[config.mk]
export PLATFORM = sky130hd
export DESIGN_NAME = button_click_long_double_detector
export DESIGN_NICKNAME = d
export VERILOG_FILES = /design/src/sv/bcld_pkg.sv /design/src/sv/bcld_front.sv /design/src/sv/bcld_queue.sv /design/src/sv/bcld_back.sv /design/src/sv/button_click_long_double_detector.sv
export SDC_FILE = /design/constraint.sdc
export NUM_CORES = 2
export LEC_CHECK = 0
export BUFFER_PORTS_ARGS = -buffer_cell sky130_fd_sc_hd__buf_2
export CAP_MARGIN = 15
export CELL_PAD_IN_SITES_DETAIL_PLACEMENT = 2
export CELL_PAD_IN_SITES_GLOBAL_PLACEMENT = 2
export CORE_ASPECT_RATIO = 1.25
export CORE_UTILIZATION = 39
export DETAILED_ROUTE_END_ITERATION = 10
export PLACE_DENSITY_LB_ADDON = 0.12
export SLEW_MARGIN = 20
export SYNTH_ARGS = -nofsm -noshare
export SYNTH_HDL_FRONTEND = slang
export SYNTH_SLANG_ARGS = --single-unit
[constraint.sdc]
create_clock -name aclk -period 7.95 [get_ports aclk]
set_clock_uncertainty 0.2 [all_clocks]
set_input_delay 0.3975 -clock aclk [delete_from_list [all_inputs] [get_ports aclk]]
set_output_delay 0.3975 -clock aclk [all_outputs]
set_load 0.01 [all_outputs]
[src/sv/bcld_pkg.sv]
`timescale 1ns / 1ps
`default_nettype none
// ----------------------------------------------------------------------------
// bcld_pkg: shared types and constants of the button click detector
// Field widths, register codes, event codes, per-key phase encoding and the
// item record that travels from the front end through the queue to the back.
// ----------------------------------------------------------------------------
package bcld_pkg;

    localparam int KEY_W     = 3;
    localparam int TIME_W    = 32;
    localparam int CFG_W     = 16;
    localparam int CFG_IDX_W = 2;
    localparam int RES_W     = 2;

    localparam int NUM_KEYS  = 8;
    localparam int KEY_IDX_W = (NUM_KEYS > 1) ? $clog2(NUM_KEYS) : 1;

    // item queue between front and back
    localparam int Q_DEPTH = 2;
    localparam int Q_PTR_W = (Q_DEPTH > 1) ? $clog2(Q_DEPTH) : 1;
    localparam int Q_CNT_W = $clog2(Q_DEPTH + 1);

    localparam logic [CFG_W-1:0] DEBOUNCE_RST     = 16'd30;
    localparam logic [CFG_W-1:0] LONG_PRESS_RST   = 16'd1500;
    localparam logic [CFG_W-1:0] DOUBLE_CLICK_RST = 16'd100;

    typedef enum logic [CFG_IDX_W-1:0] {
        REG_DEBOUNCE     = 2'd0,
        REG_LONG_PRESS   = 2'd1,
        REG_DOUBLE_CLICK = 2'd2
    } reg_idx_t;

    typedef enum logic [RES_W-1:0] {
        EV_NONE   = 2'd0,
        EV_SINGLE = 2'd1,
        EV_DOUBLE = 2'd2,
        EV_LONG   = 2'd3
    } event_t;

    typedef enum logic [4:0] {
        PH_IDLE        = 5'b00001,
        PH_DEB_PRESS   = 5'b00010,
        PH_PRESSED     = 5'b00100,
        PH_DEB_RELEASE = 5'b01000,
        PH_WAIT_DOUBLE = 5'b10000
    } phase_t;

    typedef struct packed {
        logic [KEY_W-1:0]  key;
        logic              in_range;
        logic              down;
        logic [TIME_W-1:0] now;
    } item_t;

endpackage
`default_nettype wire

[src/sv/bcld_front.sv]
`timescale 1ns / 1ps
`default_nettype none
// ----------------------------------------------------------------------------
// bcld_front: input stage
// Registers each scan sample, flags keys outside the table and hands the
// item on to the queue.
// ----------------------------------------------------------------------------
module bcld_front (
    input  wire logic                        aclk,
    input  wire logic                        aresetn,
    input  wire logic                        s_valid,
    output logic                             s_ready,
    input  wire logic [bcld_pkg::KEY_W-1:0]  s_key_index,
    input  wire logic                        s_level,
    input  wire logic [bcld_pkg::TIME_W-1:0] s_now_ms,
    output logic                             q_valid,
    input  wire logic                        q_ready,
    output bcld_pkg::item_t                  q_item
);

    logic            valid_reg;
    logic            valid_next;
    bcld_pkg::item_t item_reg;
    bcld_pkg::item_t item_next;
    logic            s_accept;

    assign s_ready  = !valid_reg || q_ready;
    assign s_accept = s_valid && s_ready;

    always_comb begin
        item_next.key      = s_key_index;
        item_next.in_range = (32'(s_key_index) < bcld_pkg::NUM_KEYS);
        item_next.down     = s_level;
        item_next.now      = s_now_ms;
        valid_next         = s_accept || (valid_reg && !q_ready);
    end

    always_ff @(posedge aclk) begin
        if (!aresetn) begin
            valid_reg <= 1'b0;
        end else begin
            valid_reg <= valid_next;
        end
    end

    always_ff @(posedge aclk) begin
        if (s_accept) begin
            item_reg <= item_next;
        end
    end

    assign q_valid = valid_reg;
    assign q_item  = item_reg;

endmodule
`default_nettype wire

[src/sv/bcld_queue.sv]
`timescale 1ns / 1ps
`default_nettype none
// ----------------------------------------------------------------------------
// bcld_queue: item queue
// Small first-in first-out buffer that decouples the front from the back.
// ----------------------------------------------------------------------------
module bcld_queue (
    input  wire logic  aclk,
    input  wire logic  aresetn,
    input  wire logic  wr_valid,
    output logic       wr_ready,
    input  wire bcld_pkg::item_t wr_item,
    output logic       rd_valid,
    input  wire logic  rd_ready,
    output bcld_pkg::item_t rd_item
);

    bcld_pkg::item_t                 mem [bcld_pkg::Q_DEPTH];
    logic [bcld_pkg::Q_PTR_W-1:0]    wr_ptr_reg;
    logic [bcld_pkg::Q_PTR_W-1:0]    wr_ptr_next;
    logic [bcld_pkg::Q_PTR_W-1:0]    rd_ptr_reg;
    logic [bcld_pkg::Q_PTR_W-1:0]    rd_ptr_next;
    logic [bcld_pkg::Q_CNT_W-1:0]    cnt_reg;
    logic [bcld_pkg::Q_CNT_W-1:0]    cnt_next;
    logic                            push;
    logic                            pop;

    assign wr_ready = (cnt_reg != bcld_pkg::Q_CNT_W'(bcld_pkg::Q_DEPTH));
    assign rd_valid = (cnt_reg != '0);
    assign push     = wr_valid && wr_ready;
    assign pop      = rd_valid && rd_ready;
    assign rd_item  = mem[rd_ptr_reg];

    always_comb begin
        wr_ptr_next = wr_ptr_reg;
        rd_ptr_next = rd_ptr_reg;
        if (push) begin
            wr_ptr_next = (32'(wr_ptr_reg) == bcld_pkg::Q_DEPTH - 1) ? '0
                        : wr_ptr_reg + 1'b1;
        end
        if (pop) begin
            rd_ptr_next = (32'(rd_ptr_reg) == bcld_pkg::Q_DEPTH - 1) ? '0
                        : rd_ptr_reg + 1'b1;
        end
        cnt_next = cnt_reg;
        if (push && !pop) begin
            cnt_next = cnt_reg + 1'b1;
        end else if (pop && !push) begin
            cnt_next = cnt_reg - 1'b1;
        end
    end

    always_ff @(posedge aclk) begin
        if (!aresetn) begin
            wr_ptr_reg <= '0;
            rd_ptr_reg <= '0;
            cnt_reg    <= '0;
        end else begin
            wr_ptr_reg <= wr_ptr_next;
            rd_ptr_reg <= rd_ptr_next;
            cnt_reg    <= cnt_next;
        end
    end

    always_ff @(posedge aclk) begin
        if (push) begin
            mem[wr_ptr_reg] <= wr_item;
        end
    end

endmodule
`default_nettype wire

[src/sv/bcld_back.sv]
`timescale 1ns / 1ps
`default_nettype none
// ----------------------------------------------------------------------------
// bcld_back: per-key state machines
// Holds the timing registers and the per-key state, runs one key's machine
// per item as a read-modify-write and registers the result.
// ----------------------------------------------------------------------------
module bcld_back (
    input  wire logic                          aclk,
    input  wire logic                          aresetn,
    input  wire logic                          cfg_wr,
    input  wire logic [bcld_pkg::CFG_IDX_W-1:0] cfg_index,
    input  wire logic [bcld_pkg::CFG_W-1:0]    cfg_data,
    input  wire logic                          q_valid,
    output logic                               q_ready,
    input  wire bcld_pkg::item_t               q_item,
    output logic                               m_valid,
    input  wire logic                          m_ready,
    output logic [bcld_pkg::KEY_W-1:0]         m_event_key,
    output logic [bcld_pkg::RES_W-1:0]         m_event_res
);

    localparam int TW = bcld_pkg::TIME_W;

    logic [bcld_pkg::CFG_W-1:0] debounce_reg;
    logic [bcld_pkg::CFG_W-1:0] long_press_reg;
    logic [bcld_pkg::CFG_W-1:0] double_click_reg;

    bcld_pkg::phase_t phase_reg       [bcld_pkg::NUM_KEYS];
    logic [TW-1:0]    phase_start_reg [bcld_pkg::NUM_KEYS];
    logic [TW-1:0]    release_reg     [bcld_pkg::NUM_KEYS];
    logic [TW-1:0]    press_start_reg [bcld_pkg::NUM_KEYS];
    logic             long_rep_reg    [bcld_pkg::NUM_KEYS];

    logic [bcld_pkg::KEY_IDX_W-1:0] idx;
    bcld_pkg::phase_t phase_next;
    logic [TW-1:0]    phase_start_next;
    logic [TW-1:0]    release_next;
    logic [TW-1:0]    press_start_next;
    logic             long_rep_next;
    bcld_pkg::event_t ev;

    logic [TW-1:0] el_phase;
    logic [TW-1:0] el_press;
    logic [TW-1:0] el_release;
    logic          deb_done;
    logic          long_due;
    logic          dbl_inside;
    logic          dbl_expired;

    logic                       out_valid_reg;
    logic                       out_valid_next;
    logic [bcld_pkg::KEY_W-1:0] out_key_reg;
    logic [bcld_pkg::RES_W-1:0] out_res_reg;
    logic                       pop;

    assign pop     = q_valid && (!out_valid_reg || m_ready);
    assign q_ready = pop;
    assign idx     = q_item.key[bcld_pkg::KEY_IDX_W-1:0];

    // elapsed times, all modulo 2^32
    assign el_phase    = q_item.now - phase_start_reg[idx];
    assign el_press    = q_item.now - press_start_reg[idx];
    assign el_release  = q_item.now - release_reg[idx];
    assign deb_done    = (el_phase >= TW'(debounce_reg));
    assign long_due    = (el_press >= TW'(long_press_reg));
    assign dbl_inside  = (el_release <= TW'(double_click_reg));
    assign dbl_expired = (el_release >= TW'(double_click_reg));

    always_comb begin
        phase_next       = phase_reg[idx];
        phase_start_next = phase_start_reg[idx];
        release_next     = release_reg[idx];
        press_start_next = press_start_reg[idx];
        long_rep_next    = long_rep_reg[idx];
        ev               = bcld_pkg::EV_NONE;
        case (phase_reg[idx])
            bcld_pkg::PH_DEB_PRESS: begin
                if (q_item.down) begin
                    if (deb_done) begin
                        phase_next       = bcld_pkg::PH_PRESSED;
                        phase_start_next = q_item.now;
                        press_start_next = q_item.now;
                        long_rep_next    = 1'b0;
                    end
                end else begin
                    phase_next = bcld_pkg::PH_IDLE;
                end
            end
            bcld_pkg::PH_PRESSED: begin
                if (!q_item.down) begin
                    phase_start_next = q_item.now;
                    phase_next       = bcld_pkg::PH_DEB_RELEASE;
                end else if (!long_rep_reg[idx] && long_due) begin
                    ev            = bcld_pkg::EV_LONG;
                    long_rep_next = 1'b1;
                end
            end
            bcld_pkg::PH_DEB_RELEASE: begin
                if (!q_item.down) begin
                    if (deb_done) begin
                        if (!long_due) begin
                            release_next = q_item.now;
                            phase_next   = bcld_pkg::PH_WAIT_DOUBLE;
                        end else begin
                            phase_next = bcld_pkg::PH_IDLE;
                        end
                    end
                end else begin
                    // bounce: back to held, press start kept
                    phase_next = bcld_pkg::PH_PRESSED;
                end
            end
            bcld_pkg::PH_WAIT_DOUBLE: begin
                if (q_item.down) begin
                    ev = dbl_inside ? bcld_pkg::EV_DOUBLE : bcld_pkg::EV_SINGLE;
                    phase_next       = bcld_pkg::PH_DEB_PRESS;
                    phase_start_next = q_item.now;
                end else if (dbl_expired) begin
                    ev         = bcld_pkg::EV_SINGLE;
                    phase_next = bcld_pkg::PH_IDLE;
                end
            end
            default: begin
                if (q_item.down) begin
                    phase_start_next = q_item.now;
                    phase_next       = bcld_pkg::PH_DEB_PRESS;
                end else begin
                    phase_next = bcld_pkg::PH_IDLE;
                end
            end
        endcase
        if (!q_item.in_range) begin
            ev = bcld_pkg::EV_NONE;
        end
    end

    always_comb begin
        out_valid_next = pop || (out_valid_reg && !m_ready);
    end

    always_ff @(posedge aclk) begin
        if (!aresetn) begin
            debounce_reg     <= bcld_pkg::DEBOUNCE_RST;
            long_press_reg   <= bcld_pkg::LONG_PRESS_RST;
            double_click_reg <= bcld_pkg::DOUBLE_CLICK_RST;
        end else if (cfg_wr) begin
            case (cfg_index)
                bcld_pkg::REG_DEBOUNCE:     debounce_reg     <= cfg_data;
                bcld_pkg::REG_LONG_PRESS:   long_press_reg   <= cfg_data;
                bcld_pkg::REG_DOUBLE_CLICK: double_click_reg <= cfg_data;
                default: begin
                end
            endcase
        end
    end

    always_ff @(posedge aclk) begin
        if (!aresetn) begin
            for (int k = 0; k < bcld_pkg::NUM_KEYS; k++) begin
                phase_reg[k]       <= bcld_pkg::PH_IDLE;
                phase_start_reg[k] <= '0;
                release_reg[k]     <= '0;
                press_start_reg[k] <= '0;
                long_rep_reg[k]    <= 1'b0;
            end
        end else if (pop && q_item.in_range) begin
            phase_reg[idx]       <= phase_next;
            phase_start_reg[idx] <= phase_start_next;
            release_reg[idx]     <= release_next;
            press_start_reg[idx] <= press_start_next;
            long_rep_reg[idx]    <= long_rep_next;
        end
    end

    always_ff @(posedge aclk) begin
        if (!aresetn) begin
            out_valid_reg <= 1'b0;
        end else begin
            out_valid_reg <= out_valid_next;
        end
    end

    always_ff @(posedge aclk) begin
        if (pop) begin
            out_key_reg <= q_item.key;
            out_res_reg <= ev;
        end
    end

    assign m_valid     = out_valid_reg;
    assign m_event_key = out_key_reg;
    assign m_event_res = out_res_reg;

endmodule
`default_nettype wire

[src/sv/button_click_long_double_detector.sv]
// path: front input register, queue, then the back end's result register
// throughput: one sample per cycle while m_ready stays high; each key's
//   state is read, updated and written back by the back end
// a stalled result port fills the two-entry queue, then s_ready drops
// reset (aresetn low, synchronous): every key idle, timing registers back
//   to 30 / 1500 / 100 ms, queue and output empty
`timescale 1ns / 1ps
`default_nettype none
// ----------------------------------------------------------------------------
// button_click_long_double_detector: top level
// Per-key debounce, single click, double click and long press detection on
// a stream of timestamped scan samples.
// ----------------------------------------------------------------------------
module button_click_long_double_detector (
    input  wire logic                           aclk,
    input  wire logic                           aresetn,
    input  wire logic                           cfg_valid,
    output logic                                cfg_ready,
    input  wire logic [bcld_pkg::CFG_IDX_W-1:0] cfg_index,
    input  wire logic [bcld_pkg::CFG_W-1:0]     cfg_data,
    input  wire logic                           s_valid,
    output logic                                s_ready,
    input  wire logic [bcld_pkg::KEY_W-1:0]     s_key_index,
    input  wire logic                           s_level,
    input  wire logic [bcld_pkg::TIME_W-1:0]    s_now_ms,
    output logic                                m_valid,
    input  wire logic                           m_ready,
    output logic [bcld_pkg::KEY_W-1:0]          m_event_key,
    output logic [bcld_pkg::RES_W-1:0]          m_event_res
);

    logic            fq_valid;
    logic            fq_ready;
    bcld_pkg::item_t fq_item;
    logic            qb_valid;
    logic            qb_ready;
    bcld_pkg::item_t qb_item;
    logic            cfg_wr;

    assign cfg_ready = 1'b1;
    assign cfg_wr    = cfg_valid && cfg_ready;

    bcld_front u_front (
        .aclk        (aclk),
        .aresetn     (aresetn),
        .s_valid     (s_valid),
        .s_ready     (s_ready),
        .s_key_index (s_key_index),
        .s_level     (s_level),
        .s_now_ms    (s_now_ms),
        .q_valid     (fq_valid),
        .q_ready     (fq_ready),
        .q_item      (fq_item)
    );

    bcld_queue u_queue (
        .aclk     (aclk),
        .aresetn  (aresetn),
        .wr_valid (fq_valid),
        .wr_ready (fq_ready),
        .wr_item  (fq_item),
        .rd_valid (qb_valid),
        .rd_ready (qb_ready),
        .rd_item  (qb_item)
    );

    bcld_back u_back (
        .aclk        (aclk),
        .aresetn     (aresetn),
        .cfg_wr      (cfg_wr),
        .cfg_index   (cfg_index),
        .cfg_data    (cfg_data),
        .q_valid     (qb_valid),
        .q_ready     (qb_ready),
        .q_item      (qb_item),
        .m_valid     (m_valid),
        .m_ready     (m_ready),
        .m_event_key (m_event_key),
        .m_event_res (m_event_res)
    );

endmodule
`default_nettype wire

---- Yosys cells after proc, flatten, opt, wreduce, memory -nomap -nowiden ----
Memories as Yosys holds them, arrays and structs flattened. A register that Yosys moved wholly into a read port is not among the register bits.
Index checks and enable logic that the tools add are counted.
storage, ports and cells
  bits in registers ....................... 95
  RAM bits ................................ 888
  bits of input ports ..................... 59
  output and inout port bits .............. 8
  word-level logic and storage cells ...... 129
  memories ................................ 6
memories
  name                    depth  width  rd ports  clocked after memory_dff  write ports  line              RTL
  u_back.phase_start_reg  8      32     1         0                         8            bcld_back.sv:30   logic [TW-1:0] phase_start_reg [bcld_pkg::NUM_KEYS];
  u_back.press_start_reg  8      32     1         0                         8            bcld_back.sv:32   logic [TW-1:0] press_start_reg [bcld_pkg::NUM_KEYS];
  u_back.release_reg      8      32     1         0                         8            bcld_back.sv:31   logic [TW-1:0] release_reg [bcld_pkg::NUM_KEYS];
  u_queue.mem             2      36     1         1                         1            bcld_queue.sv:18  bcld_pkg::item_t mem [bcld_pkg::Q_DEPTH];
  u_back.phase_reg        8      5      1         0                         8            bcld_back.sv:29   bcld_pkg::phase_t phase_reg [bcld_pkg::NUM_KEYS];
  u_back.long_rep_reg     8      1      1         0                         8            bcld_back.sv:33   logic long_rep_reg [bcld_pkg::NUM_KEYS];
operators by class
  add/subtract/negate cells ............... 7
  order comparisons ....................... 4
  eq/ne operators ......................... 7
  multiplexer cells ....................... 60
  reductions and logical operators ........ 32
operator list
  cell                 number
  $mux 32              14
  $ge 32x16->1         3
  $pmux 32 s3          1
  $reduce_or 32->1     3
  $sub 32x32->32       3
  $mux 5               9
  $le 32x16->1         1
  $mux 1               21
  $pmux 5 s4           1
  $mux 3               5
  $mux 2               7
  $logic_and 1x1->1    9
  $logic_not 1->1      7
  $reduce_and 2->1     3
  $eq 5x2->1 const B   1
  $eq 5x3->1 const B   1
  $eq 5x4->1 const B   1
  $eq 5x5->1 const B   1
  $reduce_or 5->1      1
  $logic_or 1x1->1     4
  $pmux 2 s2           1
  $reduce_bool 2->1    2
  $add 1x1->1 const B  2
  $add 2x1->2 const B  1
  8 further kinds      8

---- Longest topological paths before layout ----
  depth in word-level cells ............... 9
  mapped depth ............................ 39
  depth with buffers taken out ............ 28

---- Modules after synthesis ----
Synthesis repeated with hierarchy kept, for this count alone.
unflattened totals
  cells, all modules ...................... 4159
  area total of the unflattened synthesis .. 48336.4 um2
modules (own cells, without submodules)
  module                             times used  cells an instance  area an instance (um2)  sequential area each (um2)
  bcld_back                          1           3975               44266.2                 25554.5
  bcld_queue                         1           139                2909.0                  2322.2
  bcld_front                         1           43                 1149.9                  1101.1
  button_click_long_double_detector  1           2                  11.3                    0.0

---- Least setup slack after synthesis ----
OpenSTA, ideal clock, no wires.
  kind .................................... register to register
  start point ............................. register (tool-made name)
  end point ............................... memory u_back.phase_start_reg[0][31] in the netlist's numbering, data pin
  setup time .............................. 0.276 ns
  arrival ................................. 7.453 ns
  data required time ...................... 7.474 ns
  slack ................................... 0.021 ns
  cell stages (with the launch flop) ...... 36
  path buffers ............................ 8
  clock period less this slack ............ 7.929 ns
  cell sequence ........................... dfxtp_1 > buf_6 > mux2i_4 > inv_2 > buf_2 > clkbuf_1 > nand2_1 > nor2_1 > clkbuf_1 > buf_1 > buf_1 > a22oi_1 > nand3_1 > fa_1 > a31oi_1 > o31ai_1 > o21bai_1 > a21oi_1 > nor2b_1 > o21ai_0 > nand2b_1 > xor2_1 > ha_1 > a21oi_1 > nor2_1 > a2111oi_0 > nor2_1 > a211oi_1 > o211ai_1 > a2111oi_0 > nand4_1 > or4b_1 > buf_2 > buf_2 > a31oi_1 > nor3_1
RTL lines
  element           line
  end: declaration  bcld_back.sv:30

==> reports/results.tsv <==
stage	metric	value	unit
placed_design	finalWeightedCongestion	0.8962	
layout	area_growth	15.42	%
placed_design	pre_cts_ws	-0.7820	ns
layout	drive_above_1_share	13.55	%
pwr	pwr-share-seq	26.8	%
logic_synthesis	yosysSeqAreaShare	52.49	%
worst_setup_path	critPathMaxFanout	28	
clock_network	htree_levels	3	
layout	layout_commonest_cell	nand2_1	
hold_path	hold_path.class	in -> reg	
logic_synthesis	syn_area	55090	um^2
logic_synthesis	yosys_warnings	0	
pwr	pwr-share-clk	21.7	%
worst_setup_path	cpLargestDelayFamily	simple AND/OR/NAND/NOR gates	
global_routing	antenna_found_initial	17	
clock_network	cts_buffers	107	
floorplan	ios	67	
timing	hold_violations	0	
timing	slew_headroom	22.27	%
layout	fin_area	63580	um^2
floorplan	dieHeight	422.2	um
global_routing	grt_pass1_vias	49290	
pwr	p_comb_share	51.6	%
floorplan	die_area	142800	um^2
drt	ant_nets	0	
drt	wirelength	244800	um
timing	setup_viol	0	
clock_network	tritoncts	yes	
layout	layout_common_cells	nand2_1, edfxtp_1, mux2i_1, buf_4, a211oi_1	
logic_synthesis	avgSynthCellArea	10.80	um^2
timing	max_freq	127.6	MHz
drt	drc_errors	0	
clock_network	clockRootBuffer	clkbuf_16	
worst_setup_path	worstSetupStartpointType	register	
clock_network	path_clk_slew	0.06	ns
pwr	ir_drop	0.2530	mV
worst_setup_path	crit_required	8.34	ns
logic_synthesis	synth_cells	5102	
worst_setup_path	max_stage_delay	0.56	ns
worst_setup_path	cp_num_buf_inv	8	
floorplan	initial_core_util	39.47	%
timing	fin_ws	0.1144	ns
placed_design	place_area	59120	um^2
global_routing	grt_use_total	33.46	%
pwr	leakagePower	22.10	nW
pwr	p_int	12.86	mW
logic_synthesis	ys_types	100	
global_routing	grt_overflow	0	
pwr	power.share.switching	45.06	%
clock_network	cts_buffer_depth	3	
timing	finalCritPeriodShare	98.56	%
timing	worst_slew_pin_slew	1.164	ns
logic_synthesis	synth_edf_count	921	
floorplan	die_x	338.2	um
floorplan	core-area	139600	um^2
global_routing	grt_max_degree	91	
placed_design	place_hpwl	160700	um
floorplan	rows	153	
logic_synthesis	synth_ff_type	edfxtp_1	
drt	dr.pass1.iters	5	
worst_setup_path	worst_ep_arrival_time	8.22	ns
timing	min_period	7.836	ns
flow_run	maxCapViolations	0	
drt	via_per_inst	6.318	
worst_setup_path	critical_path_class	reg -> reg	
outcome	status	finished clean	
logic_synthesis	async_flop_share	0	%
clock_network	cts_sinks	984	
placed_design	numPortBuffers	65	
drt	routedWlPerCell	33.86	um
drt	drt_iter0_markers	4032	
logic_synthesis	synth-seq-cells	984	
worst_setup_path	path_common_cell	buf_12	
pwr	power_switching	10.55	mW
drt	via_count	45700	
clock_network	clk_latency	0.76	ns
global_routing	grt_pass1_wl	349100	um
timing	slew_viol_final	0	
worst_setup_path	rrSetupSlack	0.11	ns
pwr	p_per_area	368.1	nW/um^2
worst_setup_path	crit_slowest_cell	or4b_1	
worst_setup_path	end_kind	register	
logic_synthesis	syn_nets	5304	
layout	fin_nets	5479	
-- timing repair --
action / 4_1_cts / 5_1_grt
resized for setup: 14 / 45
hold buffers: 57 / 0
pin swaps: 3 / 6
endpoints found under the setup margin: 816 / 777
gates cloned: 0 / 3
hold endpoints to repair: 86 / 0
buffers inserted: 5 / 11
-- synthesized netlist by cell type, types with 14 or more instances --
library cell  count  share of area [%]
a211oi_1        232                3.2
o21a_1           23               0.31
nor2b_1          16               0.18
nand2b_1        100                1.1
and3_1           26               0.30
a21oi_1         230                2.1
mux2i_1         515                9.4
o211ai_1         26               0.35
o21ai_0          95               0.86
dfxtp_1          63                2.3
xor2_1           27               0.43
o21bai_1         15               0.20
a22oi_1         159                2.2
buf_4            16               0.22
xnor2_1          46               0.73
a22o_1           26               0.41
nor4_1           22               0.25
o22ai_1          35               0.40
a31oi_1          22               0.25
a221oi_1         57               0.91
or3_1            15               0.17
buf_1            29               0.20
edfxtp_1        921                 50
buf_2            37               0.34
inv_1           135               0.92
a21boi_0         41               0.56
clkinv_1         17               0.12
buf_6            28               0.57
nand3_1          65               0.59
nor2_1          138               0.94
and2_1           26               0.30
nand2_1         958                6.5
ha_1            140                3.2
clkbuf_1        270                1.8
o21ai_1          14               0.13
mux2_2           34               0.70
nand4_1          70               0.79
o31ai_1          20               0.27
a21o_1           71               0.97
nor3_1          128                1.2
-- area by class of cell --
cell class                      count  area (um^2)
Inverter                          155        591.8
Antenna cell                        7        17.52
Clock buffer                      121         2814
Clock inverter                     76        621.8
Sequential cell                   984        28920
Timing Repair Buffer              446         3929
Fill cell                       14140        75980
Multi-Input combinational cell   3583        24360
Tap cell                         1860         2327
-- cell families after synthesis --
| family | after synthesis | share of synthesized area [%] |
|---|---|---|
| DFF | 984 | 52.49 |
| AOI/OAI and AO/OA | 1168 | 14.81 |
| and+or+nand+nor | 1636 | 13.54 |
| other | 1 | 0.006807 |
| xor gates and xnor gates | 75 | 1.240 |
| buffers and inverters | 535 | 4.225 |
| adders and majority gates | 147 | 3.366 |
| muxes | 556 | 10.32 |
-- worst min-delay path, stage by stage --
cell and delay, ns:
buf_2 0.12, nand2_1 0.08, nor2_1 0.04, buf_4 0.19, nand2_1 0.08, a21boi_0 0.06
-- final timing paths --
path                                         from                             to  cells after the start
worst max register to register           register  u_back.phase_start_reg[3][20]                     25
worst min-delay path                    cfg_valid     u_back.double_click_reg[1]                      6
worst min register to register  u_front.q_item[5]              u_queue.mem[0][5]                      0
worst max-delay path                     register  u_back.phase_start_reg[3][20]                     25
-- power by group through the flow --
stage                     clock (mW)  combinational [mW]  sequential (mW)
after detailed placement           0                11.6             6.36
after global placement             0                11.3             6.34
after floorplan                    0                6.87             6.33
after global routing            5.28                12.7             6.29
after CTS                       5.10                11.8             6.26
final                           5.07                12.1             6.26
-- metrics by stage --
step / hold WS, ns / power [mW] / TNS (ns) / utilization, % / std cells
2_1_floorplan: 0.2215 / 13.20 / 0 / - / 5102
3_3_place_gp: 0.2219 / 17.68 / -201.66 / 42.35 / 6951
3_5_place_dp: 0.2385 / 17.96 / -406.88 / 42.36 / 6951
4_1_cts: 0.04985 / 23.11 / 0 / 45.30 / 7210
5_1_grt: 0.1305 / 24.30 / -5.084 / 45.55 / 7225
6_report: 0.09666 / 23.41 / 0 / 45.56 / 7232
-- routing by layer --
metal  part of all wire [%]  GRT usage (%)  wire length [um]  up-vias
met1                     39          41.13             96520    23980
li1                       -              -                 -    19510
met3                    7.1          5.674             17330      423
met2                     48          56.88            118400     1766
met4                    5.1          15.93             12490       14
met5                  0.037              0                90        -
(Power assumes the default switching activity.)
